**src/design/cds_pkg.sv**
```systemverilog
// ----------------------------------------------------------------------------
// cds_pkg
// Shared types and constants of the critically damped 2D smoother.
// ----------------------------------------------------------------------------
`default_nettype none

package cds_pkg;

    // bit-serial multiplier: 64-bit multiplicand, 34-bit multiplier
    localparam int MUL_A_W  = 64;
    localparam int MUL_B_W  = 34;
    localparam int MUL_P_W  = MUL_A_W + MUL_B_W;

    // restoring divider: quotient known to fit in DIV_Q_W bits
    localparam int DIV_N_W  = 76;
    localparam int DIV_D_W  = 47;
    localparam int DIV_Q_W  = 34;

    // digit-by-digit square root
    localparam int SQRT_N_W = 64;
    localparam int SQRT_R_W = SQRT_N_W / 2;

    // configuration port
    localparam int CFG_W     = 31;
    localparam int CFG_IDX_W = 1;
    localparam logic [CFG_IDX_W-1:0] REG_SMOOTH_TIME = 1'b0;
    localparam logic [CFG_IDX_W-1:0] REG_MAX_SPEED   = 1'b1;

    // polynomial coefficients, Q0.16
    localparam logic [14:0] K048  = 15'd31457;
    localparam logic [14:0] K0235 = 15'd15401;

    typedef struct packed {
        logic signed [31:0] cur_x;
        logic signed [31:0] cur_y;
        logic signed [31:0] goal_x;
        logic signed [31:0] goal_y;
        logic        [15:0] step_time;
    } in_t;

    typedef struct packed {
        logic signed [31:0] out_x;
        logic signed [31:0] out_y;
        logic signed [31:0] speed_x;
        logic signed [31:0] speed_y;
    } out_t;

endpackage

`default_nettype wire

```
**src/design/cds_mul.sv**
```systemverilog
// ----------------------------------------------------------------------------
// cds_mul
// Unsigned shift-add multiplier, one multiplier bit per cycle.
// ----------------------------------------------------------------------------
`default_nettype none

module cds_mul (
    input  wire logic                        clk,
    input  wire logic                        rst_n,
    input  wire logic                        start,
    input  wire logic [cds_pkg::MUL_A_W-1:0] mcand,
    input  wire logic [cds_pkg::MUL_B_W-1:0] mplier,
    output logic                             done,
    output logic [cds_pkg::MUL_P_W-1:0]      prod
);

    localparam int A_W   = cds_pkg::MUL_A_W;
    localparam int B_W   = cds_pkg::MUL_B_W;
    localparam int P_W   = cds_pkg::MUL_P_W;
    localparam int CNT_W = $clog2(B_W);
    localparam logic [CNT_W-1:0] LAST = CNT_W'(B_W - 1);

    logic             busy_reg;
    logic             done_reg;
    logic [CNT_W-1:0] cnt_reg;
    logic [P_W-1:0]   acc_reg;
    logic [P_W-1:0]   acc_next;
    logic [A_W-1:0]   mcand_reg;
    logic [A_W:0]     sum;

    assign sum      = {1'b0, acc_reg[P_W-1:B_W]}
                    + (acc_reg[0] ? {1'b0, mcand_reg} : {(A_W+1){1'b0}});
    assign acc_next = {sum, acc_reg[B_W-1:1]};

    always_ff @(posedge clk or negedge rst_n)
    begin
        if (!rst_n)
        begin
            busy_reg <= 1'b0;
            done_reg <= 1'b0;
            cnt_reg  <= '0;
        end
        else
        begin
            done_reg <= 1'b0;
            if (start)
            begin
                busy_reg <= 1'b1;
                cnt_reg  <= '0;
            end
            else if (busy_reg)
            begin
                cnt_reg <= cnt_reg + 1'b1;
                if (cnt_reg == LAST)
                begin
                    busy_reg <= 1'b0;
                    done_reg <= 1'b1;
                end
            end
        end
    end

    always_ff @(posedge clk)
    begin
        if (start)
        begin
            acc_reg   <= {{A_W{1'b0}}, mplier};
            mcand_reg <= mcand;
        end
        else if (busy_reg)
        begin
            acc_reg <= acc_next;
        end
    end

    assign done = done_reg;
    assign prod = acc_reg;

endmodule

`default_nettype wire

```
**config.mk**
```make
export PLATFORM = sky130hd
export DESIGN_NAME = cds_mul
export DESIGN_NICKNAME = d
export VERILOG_FILES = /design/src/design/cds_pkg.sv /design/src/design/cds_mul.sv
export SDC_FILE = /design/constraint.sdc
export NUM_CORES = 1
export LEC_CHECK = 0
export BUFFER_PORTS_ARGS = -buffer_cell sky130_fd_sc_hd__buf_2
export CAP_MARGIN = 0
export CORE_MARGIN = 2
export CORE_UTILIZATION = 35
export DETAILED_ROUTE_END_ITERATION = 12
export MAX_ROUTING_LAYER = met4
export PLACE_DENSITY = 0.61
export REMOVE_ABC_BUFFERS = 1
export SYNTH_ARGS = -nofsm -noshare
export SYNTH_HDL_FRONTEND = slang
export SYNTH_SLANG_ARGS = --single-unit
export TNS_END_PERCENT = 30
```
**constraint.sdc**
```tcl
create_clock -name clk -period 4.6 [get_ports clk]
set_input_delay 0.92 -clock clk [delete_from_list [all_inputs] [get_ports clk]]
set_output_delay 0.92 -clock clk [all_outputs]
set_load 0.01 [all_outputs]
```
# --- After elaboration in Yosys (flattened, before gate mapping) ---
# Index checks and enable logic that the tools add are counted.
word_totals:
  register_bits: 170
  output_inout_bits: 99
  wordCells: 21
op_classes:
  n_addsub: 2
  eq_ne: 1
  n_mux: 11
  n_reduce_logical: 1
ops:
  columns: ["operator", "count"]
  rows:
  - ["$mux 34", 2]
  - ["$add 64x64->65", 1]
  - ["$mux 64", 1]
  - ["$mux 6", 2]
  - ["$add 6x1->6 const B", 1]
  - ["$eq 6x6->1 const B", 1]
  - ["$mux 1", 6]
  - ["$reduce_bool 2->1", 1]

# --- Depth between registers and ports, before layout ---
depth:
  depth_word: 4
  mapped_depth: 14
  ltp_nobuf: 12

# --- Worst setup path before layout ---
# No wires, ideal clock.
synth_path:
  kind: "register to register"
  startpoint: "reg acc_reg[0] (netlist: prod[0])"
  endpoint: "reg acc_reg[73] (netlist: prod[73])"
  setup_time_ns: 0.132
  arrival_time_ns: 3.170
  required_time_ns: 4.468
  path_slack_ns: 1.298
  path_stages_with_launch: 15
  synth_period_minus_slack_ns: 3.302
  cell_sequence: "edfxtp_1 -> clkbuf_1 -> clkbuf_1 -> and2_1 -> ha_1 -> buf_2 -> a21oi_1 -> o21a_1 -> nor2_1 -> or3_1 -> o211a_1 -> o211ai_1 -> a21oi_1 -> o21ai_0 -> or3b_2"
synth_between:
  elab_chain_cells: 2
synth_lines:
  columns: ["item", "line_no", "text"]
  rows:
  - ["start, declared", "cds_mul.sv:26", "logic [P_W-1:0] acc_reg;"]
  - ["start signal, assigned", "cds_mul.sv:67", "acc_reg <= {{A_W{1'b0}}, mplier};"]
  - ["start signal, assigned", "cds_mul.sv:72", "acc_reg <= acc_next;"]
  - ["$mux 64", "cds_mul.sv:32", "+ (acc_reg[0] ? {1'b0, mcand_reg} : {(A_W+1){1'b0}});"]
  - ["$add 64x64->65", "cds_mul.sv:32", null]
# No other way between the ends.
# A chain may end at the register's enable or synchronous reset.

# --- Worst setup path after layout ---
layout_path:
  startpoint: "reg acc_reg[0] (netlist: prod[0])"
  endpoint: "reg acc_reg[79] (netlist: prod[79])"
# The elaborated chain is that of the path after synthesis.

==> results.cfg <==
[run_status]
status = finished, final reports clean

[sta]
setup_tns_ns = 0
timing.final.crit_share_pct = 84.0
max_slew_margin_pct = 56.2
grt_setup_unrepaired = false
min_period_ns = 3.86
setup_ws_ns = 0.738
max_freq_mhz = 259
tightest_slew_ns = 0.657
hold_viol = 0
final-setup-viol-count = 0
slew_violations = 0
finClkSkew_ns = 0.0130

[place]
placed_area_sq_um = 11700
pre_cts_ws_ns = 0.752
place_inst = 1611
port_buffers = 199
dp_hpwl_mm = 20.9
gp_congestion = 0.875

[cells_and_area]
seq_area_sq_um = 4430
multi_input_area_sq_um = 5560
n_antenna_cell = 0
area_growth_pct = 19.1
nNetsFinal = 1414
fillers = 2949
largest_reg_flops = 98
final-instance-count-excl-fill = 1643
drive_above_1_share_pct = 23.7
stdcell_area_sq_um = 12300

[power_and_ir_drop]
p_sw_uw = 1960
ir_drop_mv = 0.286
pwr-share-comb_pct = 35.3
power.share.clock_pct = 27.2
p_sw_share_pct = 36.4
p_int_uw = 3440
pwr-share-seq_pct = 37.6
cellLeakagePower_uw = 0.00540
p_per_area_nw_per_um2 = 440

[clock_network]
cts_tree = yes
cts_made_buffers = 17
cts_root_buffer = clkbuf_16
cts_resized = 0
cts_max_path_buffers = 2
cts_hold_buf = 0
cts_setup_buffers = 0
numClockSinks = 170
clkLatencyLatePin_ns = 0.45
clk_pin_slew_ns = 0.08
htree_levels = 4

[global_routing]
grt_pass1_vias = 8636
grt_busiest_layer = met2
antenna_found_initial = 0
grt_pass1_wl_mm = 45.7
grt_usage_pct = 19.2
grt_use_met2_pct = 28.4
grt_overflow_total = 0
grtUsageMet1_pct = 25.8
use_met3_pct = 4.48
grt_max_degree = 103

[detailed_routing]
drt-total-wl_mm = 28.6
drtPass1Iterations = 5
num_vias = 8748
wire_per_inst_um = 17.4
antenna_left = 0
drc = 0
viasPerCell = 5.32
drt-initial-drc-count = 568

[synth]
synthFlopType = edfxtp_1
yosysTopAreaCell = edfxtp_1
synth_edf_count = 98
synth.area.top_cells = edfxtp_1 29%, dfxtp_1 12%, ha_1 8.0%
ys_seq_area_share_pct = 42.9
netlist_area_sq_um = 10300
ys_ff_latch = 170
synth_cell_types = 72
yosys-top-cells-count = 98 x edfxtp_1, 97 x nand2_1, 96 x a21oi_1
synthCells = 1069
yosysMostFrequentCell = edfxtp_1
synth.avg_cell_area_sq_um = 9.64
async_flop_share_pct = 4.71
synth_top_area_share_pct = 28.6
yosys_warnings = 0

[die]
io_pins = 200
die_area_sq_um = 30800
core_area_sq_um = 28900
initial_core_util_pct = 35.7
die_x_um = 176
rows = 62
fp.dieH_um = 176

[setup_path]
worstPathArrival_ns = 4.21
required_ns = 4.95
crit_fanout = 44
path_class = flip-flop to flip-flop
cp-start-kind = flip-flop
r2r_slack_ns = 0.74
endpoint_kind = flip-flop

[min_path]
hold_class = input pin to asynchronous set/reset pin

[flow_run]
max_cap_violations = 0
==> kinds of logic after synthesis <==
logic type / count (synthesis) / share of synthesized area [%]
and+or+nand+nor: 354 / 16.9
muxes: 58 / 6.05
AOI/OAI and AO/OA: 292 / 19.0
DFF: 170 / 42.9
xor gates and xnor gates: 44 / 3.74
buffers and inverters: 84 / 3.10
adders and majority gates: 67 / 8.21
==> routing by layer <==
| metal | vias to the layer above | share of wire [%] |
|---|---|---|
| met4 | 0 | 2.4 |
| li1 | 4294 | - |
| met2 | 282 | 44 |
| met5 | - | 0 |
| met1 | 4130 | 47 |
| met3 | 42 | 6.8 |
==> power by group through the flow <==
stage / clock network [uW] / logic, uW / registers, uW
floorplan: 0 / 1200 / 2120
global placement: 0 / 1880 / 2060
detailed placement: 0 / 1890 / 2060
CTS: 1500 / 1900 / 2040
global route: 1550 / 2120 / 2070
finish: 1470 / 1900 / 2030
==> area by class of cell <==
type / count / share of cell area (%)
multi-input combinational: 815 / 45.3
sequential: 170 / 36.1
inverter: 32 / 0.979
timing repair buffer: 210 / 9.04
clock buffer: 18 / 3.50
clock inverter: 14 / 1.20
tap: 384 / 3.91
==> stage by stage <==
| step | hold slack [ns] | power, uW | util [%] |
|---|---|---|---|
| after detailed placement | 0.478 | 3950 | 40.5 |
| final | 0.310 | 5400 | 42.5 |
| after CTS | 0.298 | 5440 | 42.5 |
| after floorplan | 0.496 | 3310 | - |
| after global placement | 0.467 | 3940 | 40.5 |
| after global routing | 0.308 | 5740 | 42.5 |
==> critical path: stages (launching register included) <==
cell and delay [ns]:
edfxtp_1 0.67, buf_12 0.30, and2_1 0.18, fa_1 0.43
a21o_1 0.21, nand4_1 0.15, a21boi_1 0.11, o2111a_1 0.32
o211a_1 0.32, o2111ai_2 0.29, a21oi_1 0.18, or3_1 0.35
a32o_1 0.25
==> cells in the final DEF, fill, tap and decap left out, drive strengths merged, types with 5 or more instances in the layout <==
master / count
a21boi: 8
nand2: 97
nand3b: 5
a32o: 9
nand4: 25
nor2b: 5
buf: 210
a21o: 24
mux2i: 24
edfxtp: 98
mux2: 34
dfxtp: 64
o21bai: 14
clkbuf: 18
xor2: 21
a211oi: 9
o21a: 10
inv: 36
nand3: 19
nor3: 18
a31oi: 8
dfrtp: 8
and3: 8
a211o: 5
nor2: 82
o211ai: 13
xnor2: 23
and2: 70
o21ai: 58
or3: 11
a21oi: 97
ha: 66
==> final timing paths <==
| kind | depth (start not counted) | to | startpoint |
|---|---|---|---|
| min in group clk | 2 | prod[74] | prod[74] |
| max | 12 | prod[79] | prod[0] |
| min reg2reg | 2 | prod[74] | prod[74] |
| max reg2reg | 12 | prod[79] | prod[0] |
| max in group asynchronous | 1 | busy_reg | rst_n |
| min | 1 | cnt_reg[4] | rst_n |
Note: power is estimated with default switching activity, not from simulation.
