## config.mk

```make
export PLATFORM = sky130hd
export DESIGN_NAME = cds_sqrt
export DESIGN_NICKNAME = d
export VERILOG_FILES = /design/src/design/cds_pkg.sv /design/src/design/cds_sqrt.sv
export SDC_FILE = /design/constraint.sdc
export NUM_CORES = 1
export LEC_CHECK = 0
export BUFFER_PORTS_ARGS = -buffer_cell sky130_fd_sc_hd__buf_4
export CORE_ASPECT_RATIO = 0.7
export CORE_MARGIN = 5
export CORE_UTILIZATION = 58
export CTS_BUF_LIST = sky130_fd_sc_hd__clkbuf_4 sky130_fd_sc_hd__clkbuf_8
export DETAILED_ROUTE_END_ITERATION = 10
export GPL_TIMING_DRIVEN = 0
export HOLD_SLACK_MARGIN = 0.05
export PLACE_DENSITY = 0.85
export SLEW_MARGIN = 20
export SYNTH_ARGS = -nofsm -noshare
export SYNTH_HDL_FRONTEND = slang
export SYNTH_SLANG_ARGS = --single-unit
```

## constraint.sdc

```tcl
create_clock -name clk -period 8.7 [get_ports clk]
set_input_delay 0.435 -clock clk [delete_from_list [all_inputs] [get_ports clk]]
set_output_delay 0.435 -clock clk [all_outputs]
set_load 0.01 [all_outputs]
```

## src/design/cds_pkg.sv

```systemverilog
// ----------------------------------------------------------------------------
// cds_pkg
// Shared types and constants of the critically damped 2D smoother.
// ----------------------------------------------------------------------------
`default_nettype none

package cds_pkg;

    // bit-serial multiplier: 64-bit multiplicand, 34-bit multiplier
    localparam int MUL_A_W  = 64;
    localparam int MUL_B_W  = 34;
    localparam int MUL_P_W  = MUL_A_W + MUL_B_W;

    // restoring divider: quotient known to fit in DIV_Q_W bits
    localparam int DIV_N_W  = 76;
    localparam int DIV_D_W  = 47;
    localparam int DIV_Q_W  = 34;

    // digit-by-digit square root
    localparam int SQRT_N_W = 64;
    localparam int SQRT_R_W = SQRT_N_W / 2;

    // configuration port
    localparam int CFG_W     = 31;
    localparam int CFG_IDX_W = 1;
    localparam logic [CFG_IDX_W-1:0] REG_SMOOTH_TIME = 1'b0;
    localparam logic [CFG_IDX_W-1:0] REG_MAX_SPEED   = 1'b1;

    // polynomial coefficients, Q0.16
    localparam logic [14:0] K048  = 15'd31457;
    localparam logic [14:0] K0235 = 15'd15401;

    typedef struct packed {
        logic signed [31:0] cur_x;
        logic signed [31:0] cur_y;
        logic signed [31:0] goal_x;
        logic signed [31:0] goal_y;
        logic        [15:0] step_time;
    } in_t;

    typedef struct packed {
        logic signed [31:0] out_x;
        logic signed [31:0] out_y;
        logic signed [31:0] speed_x;
        logic signed [31:0] speed_y;
    } out_t;

endpackage

`default_nettype wire

```

## src/design/cds_sqrt.sv

```systemverilog
// ----------------------------------------------------------------------------
// cds_sqrt
// Integer square root, one root bit (two radicand bits) per cycle.
// ----------------------------------------------------------------------------
`default_nettype none

module cds_sqrt (
    input  wire logic                         clk,
    input  wire logic                         rst_n,
    input  wire logic                         start,
    input  wire logic [cds_pkg::SQRT_N_W-1:0] radicand,
    output logic                              done,
    output logic [cds_pkg::SQRT_R_W-1:0]      root
);

    localparam int N_W   = cds_pkg::SQRT_N_W;
    localparam int R_W   = cds_pkg::SQRT_R_W;
    localparam int REM_W = R_W + 2;
    localparam int CNT_W = $clog2(R_W);
    localparam logic [CNT_W-1:0] LAST = CNT_W'(R_W - 1);

    logic             busy_reg;
    logic             done_reg;
    logic [CNT_W-1:0] cnt_reg;
    logic [N_W-1:0]   n_reg;
    logic [REM_W-1:0] rem_reg;
    logic [REM_W-1:0] rem_next;
    logic [R_W-1:0]   root_reg;
    logic [REM_W+1:0] rem2;
    logic [REM_W+1:0] trial;
    logic             ge;

    assign rem2     = {rem_reg, n_reg[N_W-1:N_W-2]};
    assign trial    = {2'b00, root_reg, 2'b01};
    assign ge       = rem2 >= trial;
    assign rem_next = ge ? REM_W'(rem2 - trial) : rem2[REM_W-1:0];

    always_ff @(posedge clk or negedge rst_n)
    begin
        if (!rst_n)
        begin
            busy_reg <= 1'b0;
            done_reg <= 1'b0;
            cnt_reg  <= '0;
        end
        else
        begin
            done_reg <= 1'b0;
            if (start)
            begin
                busy_reg <= 1'b1;
                cnt_reg  <= '0;
            end
            else if (busy_reg)
            begin
                cnt_reg <= cnt_reg + 1'b1;
                if (cnt_reg == LAST)
                begin
                    busy_reg <= 1'b0;
                    done_reg <= 1'b1;
                end
            end
        end
    end

    always_ff @(posedge clk)
    begin
        if (start)
        begin
            n_reg    <= radicand;
            rem_reg  <= '0;
            root_reg <= '0;
        end
        else if (busy_reg)
        begin
            n_reg    <= {n_reg[N_W-3:0], 2'b00};
            rem_reg  <= rem_next;
            root_reg <= {root_reg[R_W-2:0], ge};
        end
    end

    assign done = done_reg;
    assign root = root_reg;

endmodule

`default_nettype wire
```

Yosys cells after proc, flatten, opt, wreduce, memory -nomap -nowiden
Cells that the tools add are included.
{"block": "word_totals", "regBits": 137, "output_inout_bits": 33, "word_cells": 22}
{"block": "classes", "addsub": 2, "magnitude_cmp": 1, "n_eq_ne": 1, "n_mux": 11, "reduce_logical": 1}
{"cell": "$mux W64", "count": 2}
{"cell": "$ge A36 B34 Y1", "count": 1}
{"cell": "$mux W34", "count": 1}
{"cell": "$sub A34 B34 Y34", "count": 1}
{"cell": "$mux W5", "count": 2}
{"cell": "$mux W1", "count": 6}
{"cell": "$add A5 B1 Y5 const B", "count": 1}
{"cell": "$eq A5 B5 Y1 const B", "count": 1}
{"cell": "$reduce_bool A2 Y1", "count": 1}

Logic depth before layout (Yosys ltp)
{"block": "depth", "word_depth": 4, "depth_mapped": 14, "depth_no_buf": 10}

Worst setup path after synthesis
Ideal clock, no wire load.
{"block": "synth_timing", "path_type": "flip-flop to flip-flop", "start": "register root_reg[0], in the netlist root[0]", "end": "register rem_reg[11]", "t_arrival_ns": 2.925, "setup_slack_ns": 5.686, "stages_incl_launch_ff": 14, "path_buffers": 3, "period_less_slack_ns": 3.014, "cell_sequence": "dfxtp_1 -> inv_1 -> ha_1 -> nor2b_4 -> o31a_1 -> o311a_4 -> o21a_4 -> or4_4 -> buf_6 -> nand2_4 -> buf_12 -> buf_12 -> nand2_2 -> a311oi_2"}
{"block": "synth_between", "elab_chain_len": 2}
{"element": "start: declaration", "line_no": "cds_sqrt.sv:28", "rtl": "logic [R_W-1:0] root_reg;"}
{"element": "start signal: assignment", "line_no": "cds_sqrt.sv:78", "rtl": "root_reg <= {root_reg[R_W-2:0], ge};"}
{"element": "$sub A34 B34 Y34 / $ge A36 B34 Y1 (equally long branches)", "line_no": "cds_sqrt.sv:36, cds_sqrt.sv:35"}
{"element": "$mux W34 *", "line_no": "cds_sqrt.sv:36", "rtl": "assign rem_next = ge ? REM_W'(rem2 - trial) : rem2[REM_W-1:0];"}
{"element": "end signal: assignment", "line_no": "cds_sqrt.sv:77", "rtl": "rem_reg <= rem_next;"}
{"element": "end: declaration", "line_no": "cds_sqrt.sv:26", "rtl": "logic [REM_W-1:0] rem_reg;"}
Mark *: on every way between the ends. The rest lies on a longest branch, timed or not.
A chain may end at the register's enable or synchronous reset.

Final worst setup path
{"block": "layout_timing", "start": "register root_reg[23], in the netlist root[23]", "end": "register rem_reg[24]"}
{"block": "layout_between", "elab_chain_len": 2}
{"element": "$ge A36 B34 Y1", "line_no": "cds_sqrt.sv:35", "rtl": "assign ge = rem2 >= trial;"}
{"element": "$mux W34", "line_no": "cds_sqrt.sv:36"}
Every way passes these cells.

==> impl_metrics.ini <==
[cts]
cts.repair.resized = 0
cts_tree = yes
path_clk_slew_ps = 90
htree_levels = 4
max-clock-path-buffers = 2
cts_buffers = 17
cts_root_buf = clkbuf_8
worstSkewPairLatency_ps = 450
cts.sinks = 137

[die]
ios = 100
row_count = 35
die_w_um = 150
fp.dieArea_sq_um = 16100
fp.dieH_um = 108
start_util_pct = 59.7
core_sq_um = 13300

[worst_setup_path]
crit_fanout = 10
cp-end-kind = flip-flop
start_kind = flip-flop
worstPathArrival_ps = 4250
critPathRequiredTime_ps = 9060
worstSetupPathType = reg2reg

[sta]
tightestPinTransition_ps = 945
setup_slack_ps = 4810
maxSlewHeadroom_pct = 36.8
finalHoldViolCount = 0
skew_ps = 9.94
clock.fmax_mhz = 257
fin_crit_ps = 3890
rsz0062_at_grt = no
finalCritPeriodShare_pct = 44.7
setup_viol = 0
final_max_slew_viol_count = 0
holdWs_ps = 268
setup_tns_ps = 0

[synth]
synth_async_sr_flop_share_pct = 5.11
synth.distinct_cells = 65
syn_nets = 893
syn_area_sq_um = 7920
syn_avg_cell_area_sq_um = 10.0
yosysSeqAreaShare_pct = 43.1
synth_seq_cells = 137
synth_edf_count = 64
syn-instance-count = 790
synth_flop_cell = dfxtp_1
yosysWarnings = 0

[drt]
ant_nets = 0
num_vias = 6367
vias_per_cell = 5.76
finalWirelength_um = 19800
drt_iter0_drc = 547
routedWlPerCell_um = 18.0
dr.pass1.iters = 6
drc = 0

[final_layout]
synthToLayoutAreaGrowth_pct = 17.6
final_cells = 1105
ff_latch_area_sq_um = 3420
final_area_sq_um = 9320
largest_reg_flops = 64
fin_nets = 1011
drive_above_1_share_pct = 26.5
final_cell_mix = buf_4, nor2_1, dfxtp_1, mux2_2, edfxtp_1
fill_cells = 1043
n_antenna_cell = 0
final_core_util_pct = 70.2
multi_input_area_sq_um = 4110
final_common_cell = buf_4

[global_routing]
grt_overflow = 0
antenna_found_initial = 0
grt_pass1_wl_um = 31100
met1_usage_pct = 36.6
track_usage_pct = 24.6
met2_usage_pct = 35.6
grt_pass1_vias = 5944
grt_max_degree = 65
top_usage_layer = met1
groute.layer.met3.usage_pct = 6.23

[min_path]
worstHoldPathType = in2reg

[placed_design]
pre_cts_slack_ps = 4940
io_buffers = 98
dp_cells = 1073
post_dp_cell_area_sq_um = 8890
place_congestion = 0.947
hpwlAfterDp_um = 14600

[job]
maxCapViolations = 0

[power_and_ir_drop]
ir_drop_mv = 0.275
p_per_area_nw_per_um2 = 337
finalPower_mw = 3.14
p_leak_nw = 4.07

[outcome]
status = complete, no violations
## power by group
group	switching, mW	leakage, nW	total [mW]	internal (mW)
combinational	0.979	2.55	1.74	0.757
clock	0.280	0.205	0.569	0.290
sequential	0.0664	1.31	0.835	0.769
total	1.32	4.07	3.14	1.82
## cell type report
type / instances / share of cell area (%)
plain buffers: 41 / 2.30
clock buffers: 17 / 2.51
repair buffers: 99 / 8.00
multi-input cells: 564 / 44.1
clock inverters: 14 / 1.97
inverters: 48 / 1.93
flip-flops and latches: 137 / 36.7
well taps: 185 / 2.48
## worst max-delay path, cell delays in order, from the launching register on
cell and delay [ps]:
dfxtp_1 380, inv_1 60, ha_1 270, buf_2 200, nand4_1 210, nor3_1 480, a311o_1 280, nor4_1 100
nor2_1 760, clkbuf_1 580, nand3_1 160, a311oi_1 300
## metal layers
layer / vias up / share of wire, %
li1: 3109 / -
met1: 2990 / 47
met2: 242 / 42
met3: 26 / 9.1
met4: 0 / 1.2
met5: - / 0
## logic make-up after synthesis
logic type	share of synthesized area [%]
compound gates	15.8
simple gates	14.3
buf+inv	4.97
xor+xnor	2.43
mux	13.7
fa+ha+maj	5.69
flops	43.1
## synthesized netlist by cell type, types with 7 or more instances
library cell | count | area [sq um]
a21o_1 | 18 | 135
a21oi_1 | 44 | 220
a311oi_1 | 8 | 70.1
a311oi_2 | 16 | 240
clkbuf_1 | 28 | 105
dfrtp_1 | 7 | 175
dfxtp_1 | 66 | 1320
edfxtp_1 | 64 | 1920
ha_1 | 36 | 450
inv_1 | 47 | 176
mux2_2 | 65 | 732
mux2i_1 | 35 | 350
nand2_1 | 53 | 199
nand2_2 | 16 | 100
nand3_1 | 21 | 105
nand4_1 | 10 | 62.6
nor2_1 | 90 | 338
nor3_1 | 12 | 60.1
o211ai_1 | 7 | 52.6
o21ai_0 | 20 | 100
o21bai_1 | 7 | 52.6
or3_1 | 7 | 43.8
xnor2_1 | 13 | 114
xor2_1 | 9 | 78.8
## worst paths after layout
path	from	end	slack, ps	cells past startpoint
setup / recovery	root[23]	rem_reg[24]	4810	11
hold / removal	radicand[1]	n_reg[1]	270	2
setup reg to reg	root[23]	rem_reg[24]	4810	11
hold reg to reg	rem_reg[1]	rem_reg[1]	510	2
max in group asynchronous	rst_n	cnt_reg[0]	8240	2
min in group asynchronous	rst_n	cnt_reg[1]	330	2
## repair_timing
| action | CTS | global route |
|---|---|---|
| hold buffers | 1 | 0 |
| hold endpoints to repair | 7 | 0 |
| buffers inserted | 0 | 0 |
No activity file was read; power rests on OpenSTA's default activity.
