==> src/design/cds_pkg.sv <==
// ----------------------------------------------------------------------------
// cds_pkg
// Shared types and constants of the critically damped 2D smoother.
// ----------------------------------------------------------------------------
`default_nettype none

package cds_pkg;

    // bit-serial multiplier: 64-bit multiplicand, 34-bit multiplier
    localparam int MUL_A_W  = 64;
    localparam int MUL_B_W  = 34;
    localparam int MUL_P_W  = MUL_A_W + MUL_B_W;

    // restoring divider: quotient known to fit in DIV_Q_W bits
    localparam int DIV_N_W  = 76;
    localparam int DIV_D_W  = 47;
    localparam int DIV_Q_W  = 34;

    // digit-by-digit square root
    localparam int SQRT_N_W = 64;
    localparam int SQRT_R_W = SQRT_N_W / 2;

    // configuration port
    localparam int CFG_W     = 31;
    localparam int CFG_IDX_W = 1;
    localparam logic [CFG_IDX_W-1:0] REG_SMOOTH_TIME = 1'b0;
    localparam logic [CFG_IDX_W-1:0] REG_MAX_SPEED   = 1'b1;

    // polynomial coefficients, Q0.16
    localparam logic [14:0] K048  = 15'd31457;
    localparam logic [14:0] K0235 = 15'd15401;

    typedef struct packed {
        logic signed [31:0] cur_x;
        logic signed [31:0] cur_y;
        logic signed [31:0] goal_x;
        logic signed [31:0] goal_y;
        logic        [15:0] step_time;
    } in_t;

    typedef struct packed {
        logic signed [31:0] out_x;
        logic signed [31:0] out_y;
        logic signed [31:0] speed_x;
        logic signed [31:0] speed_y;
    } out_t;

endpackage

`default_nettype wire

==> src/design/cds_div.sv <==
// ----------------------------------------------------------------------------
// cds_div
// Restoring divider, one quotient bit per cycle.
// ----------------------------------------------------------------------------
`default_nettype none

module cds_div (
    input  wire logic                        clk,
    input  wire logic                        rst_n,
    input  wire logic                        start,
    input  wire logic [cds_pkg::DIV_N_W-1:0] numer,
    input  wire logic [cds_pkg::DIV_D_W-1:0] denom,
    output logic                             done,
    output logic [cds_pkg::DIV_Q_W-1:0]      quot
);

    localparam int N_W   = cds_pkg::DIV_N_W;
    localparam int D_W   = cds_pkg::DIV_D_W;
    localparam int Q_W   = cds_pkg::DIV_Q_W;
    localparam int CNT_W = $clog2(Q_W);
    localparam logic [CNT_W-1:0] LAST = CNT_W'(Q_W - 1);

    logic             busy_reg;
    logic             done_reg;
    logic [CNT_W-1:0] cnt_reg;
    logic [D_W-1:0]   rem_reg;
    logic [D_W-1:0]   rem_next;
    logic [Q_W-1:0]   q_reg;
    logic [Q_W-1:0]   q_next;
    logic [D_W-1:0]   d_reg;
    logic [D_W:0]     trial;
    logic             ge;

    // top bits of the numerator are below the divisor, so start from them
    assign trial    = {rem_reg, q_reg[Q_W-1]};
    assign ge       = trial >= {1'b0, d_reg};
    assign rem_next = ge ? D_W'(trial - {1'b0, d_reg}) : trial[D_W-1:0];
    assign q_next   = {q_reg[Q_W-2:0], ge};

    always_ff @(posedge clk or negedge rst_n)
    begin
        if (!rst_n)
        begin
            busy_reg <= 1'b0;
            done_reg <= 1'b0;
            cnt_reg  <= '0;
        end
        else
        begin
            done_reg <= 1'b0;
            if (start)
            begin
                busy_reg <= 1'b1;
                cnt_reg  <= '0;
            end
            else if (busy_reg)
            begin
                cnt_reg <= cnt_reg + 1'b1;
                if (cnt_reg == LAST)
                begin
                    busy_reg <= 1'b0;
                    done_reg <= 1'b1;
                end
            end
        end
    end

    always_ff @(posedge clk)
    begin
        if (start)
        begin
            rem_reg <= D_W'(numer[N_W-1:Q_W]);
            q_reg   <= numer[Q_W-1:0];
            d_reg   <= denom;
        end
        else if (busy_reg)
        begin
            rem_reg <= rem_next;
            q_reg   <= q_next;
        end
    end

    assign done = done_reg;
    assign quot = q_reg;

endmodule

`default_nettype wire

==> config.mk <==
export PLATFORM = sky130hd
export DESIGN_NAME = cds_div
export DESIGN_NICKNAME = d
export VERILOG_FILES = /design/src/design/cds_pkg.sv /design/src/design/cds_div.sv
export SDC_FILE = /design/constraint.sdc
export NUM_CORES = 1
export LEC_CHECK = 0
export ABC_AREA = 1
export ABC_CLOCK_PERIOD_IN_PS = 2360
export BUFFER_PORTS_ARGS = -buffer_cell sky130_fd_sc_hd__buf_2
export CORE_MARGIN = 5
export CORE_UTILIZATION = 35
export DETAILED_ROUTE_END_ITERATION = 10
export GPL_TIMING_DRIVEN = 1
export PLACE_DENSITY = 0.67
export SLEW_MARGIN = 20
export SYNTH_ARGS = -nofsm -noshare
export SYNTH_HDL_FRONTEND = slang
export SYNTH_SLANG_ARGS = --single-unit
==> constraint.sdc <==
create_clock -name clk -period 2.36 [get_ports clk]
set_input_delay 0.118 -clock clk [delete_from_list [all_inputs] [get_ports clk]]
set_output_delay 0.118 -clock clk [all_outputs]
set_load 0.005 [all_outputs]
Word-level counts from Yosys, hierarchy flattened
Cells that the tools add are included.
- flip-flop bits (word level): 136
- bits of input ports: 126
- output and inout bits: 35
- word-level logic and storage cells: 25
- add/subtract/negate cells: 2
- $lt $le $gt $ge: 1
- equal/unequal tests: 1
- mux-type cells: 13
- reductions and logical operators: 1
- operator list (operator ; count):
    2-to-1 mux 42 bit ; 2
    2-to-1 mux 34 bit ; 2
    >= comparator 48 x 47 -> 1 bit ; 1
    2-to-1 mux 47 bit ; 1
    subtractor 47 bit ; 1
    2-to-1 mux 6 bit ; 2
    adder 6 x 1 -> 6 bit (second input constant) ; 1
    equality test 6 bit (second input constant) ; 1
    2-to-1 mux 1 bit ; 6
    nonzero test 2 bit ; 1

Longest topological paths before layout
- depth after elaboration: 4
- gate-level depth with buffers: 18
- mapped depth without buffers: 17

Least setup slack after synthesis
No wires, ideal clock.
- path type: register -> register
- start: register busy_reg
- end: register q_reg[0], in the netlist quot[0], enable pin
- library setup time: 0.431 ns
- data arrival time: 2.054 ns
- required time: 1.929 ns
- setup slack: -0.125 ns
- stages on the path, launching flop included: 3
- buffers on the path: 0
- clock period less this slack: 2.485 ns
- path through: dfrtp_1 -> nor2_1 -> inv_1
- word-level cells in the longest chain between the ends: 1
- ends and longest elaborated chain (what ; RTL line ; source):
    from (decl) ; cds_div.sv:23 ; logic busy_reg;
    from (signal assigned) ; cds_div.sv:44 ; busy_reg <= 1'b0;
    from (signal assigned) ; cds_div.sv:53 ; busy_reg <= 1'b1;
    from (signal assigned) ; cds_div.sv:61 ; busy_reg <= 1'b0;
    nonzero test 2 bit (no source line) ; - ;
    to (signal assigned) ; cds_div.sv:73 ; q_reg <= numer[Q_W-1:0];
    to (signal assigned) ; cds_div.sv:79 ; q_reg <= q_next;
    to (decl) ; cds_div.sv:28 ; logic [Q_W-1:0] q_reg;
Every way passes these cells.
A chain may end at the register's enable or synchronous reset.

Worst setup path in the final report
- start: register d_reg[0]
- end: register rem_reg[31] (data pin)
- word-level cells in the longest chain between the ends: 4
- elaborated cells on any way between the ends: 5
- those cells by class: add/sub (1); order compare (1); mux (3)
- ends and longest elaborated chain (what ; RTL line ; source):
    from (decl) ; cds_div.sv:30 ; logic [D_W-1:0] d_reg;
    from (signal assigned) ; cds_div.sv:74 ; d_reg <= denom;
    subtractor 47 bit / >= comparator 48 x 47 -> 1 bit (equally long branches) ; cds_div.sv:37, cds_div.sv:36 ;
    2-to-1 mux 47 bit (*) ; cds_div.sv:37 ; assign rem_next = ge ? D_W'(trial - {1'b0, d_reg}) : trial[D_W-1:0];
    2-to-1 mux 42 bit (*) ; cds_div.sv:76 ; else if (busy_reg)
    2-to-1 mux 42 bit (*) ; cds_div.sv:70 ; if (start)
    to (signal assigned) ; cds_div.sv:72 ; rem_reg <= D_W'(numer[N_W-1:Q_W]);
    to (signal assigned) ; cds_div.sv:78 ; rem_reg <= rem_next;
    to (decl) ; cds_div.sv:26 ; logic [D_W-1:0] rem_reg;
Mark *: on every way between the ends. The rest lies on a longest branch, timed or not. The select of a mux whose other input is x is not followed.

==> results.yml <==
synthesis:
  yosys-top-cells-area: "edfxtp_1, nand2_1, inv_1"
  yosys.area.top_type: "edfxtp_1"
  syn_nets: 1628
  synth_cells: 1452
  synth_edf_count: 123
  synthFlopType: "edfxtp_1"
  ys_warn_count: 0
  synth.distinct_cells: 40
  syn_area_per_cell_um2: 6.895
  seq_area_frac_synth: 0.3990
  async_flop_share: 0.05882
  syn_area_um2: 10010
  yosysTopAreaCellShare: 0.3690
  synth-seq-cells: 136
die:
  initial_core_util: 0.3516
  die_area_um2: 32080
  chipHeight_um: 179.1
  rows: 62
  die_w_um: 179.1
  coreArea_um2: 28470
  ios: 161
routing:
  drcViolationCount: 0
  drt_wl_total_um: 34300
  vias: 10624
  dr.pass1.iters: 7
  routedWlPerCell_um: 14.92
  ant_nets: 0
  via_per_inst: 4.621
  drtIter0Drc: 644
run_status:
  violations: "negative setup slack"
  status: "finished with violations"
clock_tree:
  clock-sinks: 136
  clock_latency_ps: 460
  clk_path_buf_depth: 2
  htree_num_levels: 4
  cts_tree: "done"
  cts_root_buf: "clkbuf_16"
  cts_made_buffers: 17
  clkTransAtPathRegs_ps: 60
place:
  place_inst: 2124
  place.gp.congestion: 0.9853
  port_buffers: 160
  place_hpwl_um: 24680
sta:
  skew_ps: 27.43
  layout_min_cycle_time_ps: 2470
  slew_viol_final: 0
  rsz0062_at_grt: "true"
  layout_setup_ws_ps: -109.7
  fin_crit_sh: 1.046
  tns_ps: -2686
  max_slew_margin: 0.3298
  finalHoldViolations: 0
  max_freq_mhz: 404.9
  worstMarginPinSlew_ps: 1005
  finalSetupViolations: 47
layout:
  final_cells: 2299
  antenna_cells: 0
  nets: 2078
  syn2layout_area_growth_pct: 52.12
  drive_above_1_share: 0.2888
power_and_ir_drop:
  ir_worst_vdd_mv: 0.7412
  p_leak_nw: 7.839
  p_per_area_nw_per_um2: 1154
global_routing:
  grt_overflow: 0
  grt_pass1_wl_um: 53720
  groute.usage.overall: 0.2129
  antenna_found_initial: 0
  grt_pass1_vias: 10759
  grt_max_degree: 88
critical_path:
  cp-end-kind: "register"
  crit_path_start_kind: "register"
  crit_arrival_ps: 2660
  required_ps: 2550
  path_max_fanout: 8
  critical_path_class: "reg -> reg"
job:
  drv_cap: 0
worst_hold_path:
  hp-class: "in -> reg"
## routing by layer
layer | up-vias | track usage | wire, um
li1 | 5390 | - | -
met3 | 50 | 0.04576 | 2545
met4 | 0 | 0.06252 | 825
met5 | - | 0 | 0
met1 | 4819 | 0.2782 | 15090
met2 | 365 | 0.3551 | 15850
## cells in the final DEF, fill, tap and decap left out, types with 14 or more instances in the layout
cell type,count
buf_2,159
nand3_2,14
nor2_2,44
nor2_1,91
nand4_1,22
dlygate4sd3_1,122
buf_4,166
inv_1,240
nand3_1,48
ha_4,33
clkbuf_16,20
xnor2_1,16
nand2_1,589
edfxtp_1,123
a21oi_1,26
nand2_2,45
ha_1,15
## critical path: stages (launching register included)
cell,delay [ps]
edfxtp_1,390
ha_2,210
fa_2,400
inv_2,70
nand3_2,70
nand2_4,100
nand2_2,50
nand2_2,70
nand2_2,70
nand2_4,70
nand2_4,60
nand4_4,130
buf_12,150
buf_12,150
nand3_4,90
nand2_2,70
nand2_1,40
## final timing paths
kind	endpoint	slack [ps]	cells after the start	startpoint
max	rem_reg[31]	-110	16	d_reg[0]
min	quot[0]	10	3	numer[0]
max reg2reg	rem_reg[31]	-110	16	d_reg[0]
min reg2reg	rem_reg[46]	490	2	rem_reg[46]
max in group asynchronous	cnt_reg[1]	2130	2	rst_n
min in group asynchronous	done	60	2	rst_n
## stage by stage
stage               setup WS (ps)  hold WS, ps  utilization  area (um^2)  power (mW)
finish                     -109.7        9.799       0.5349        15230       17.57
global route               -203.9        35.74       0.5349        15230       18.87
CTS                        -25.87        1.138       0.5226        14880       16.89
detailed placement         -213.2       -28.02       0.4339        12350       12.49
global placement           -161.9       -34.55       0.4339        12350       12.38
floorplan                   22.63       -177.6            -        10020       9.014
## kinds of logic after synthesis
logic type,Yosys count,synth area share
AND/OR/NAND/NOR,890,0.3643
flip-flops,136,0.3990
buffers and inverters,280,0.1129
XOR/XNOR,24,0.02100
adder cells (fa/ha/maj),50,0.06324
AO/OA/AOI/OAI,72,0.03962
## where the power goes
group / internal, mW / switching (mW) / total [mW] / leakage (nW)
clock: 1.58 / 1.18 / 2.76 / 0.283
combinational: 5.17 / 5.95 / 11.1 / 6.12
sequential: 3.27 / 0.424 / 3.69 / 1.43
total: 10.0 / 7.55 / 17.6 / 7.84
## synth_stat cells, types with 2 or more instances
master      n
buf_6       4
nand2_2     5
inv_2       7
buf_1       3
clkbuf_1   14
nand3b_1    7
ha_1       49
nor2_1    112
dfrtp_1     8
nand4_1    22
nor3_1      8
edfxtp_1  123
xor2_1      7
o21a_1      3
nand2_1   637
o21ai_1    17
o21ai_0     4
o21bai_1    9
nand3_1    65
buf_2       3
xnor2_1    17
nor2_2     27
inv_1     244
dfxtp_1     5
a21oi_1    36
buf_12      2
## final cells by class
cell class | instances | area (um^2)
clock buffer | 20 | 479.2
fill | 2660 | 13240
inverter | 253 | 954.7
timing repair buffer | 458 | 3492
sequential | 136 | 3994
multi-input combinational | 1036 | 5717
clock inverter | 12 | 111.4
tap | 384 | 480.5
## what timing repair did
item	CTS	global route
pin swaps	9	40
endpoints found under the hold margin	128	1
setup endpoints to repair	47	48
gates cloned	3	1
setup buffers	11	8
hold buffers	121	1
gates resized for setup	89	67
No activity file was read; power rests on OpenSTA's default activity.
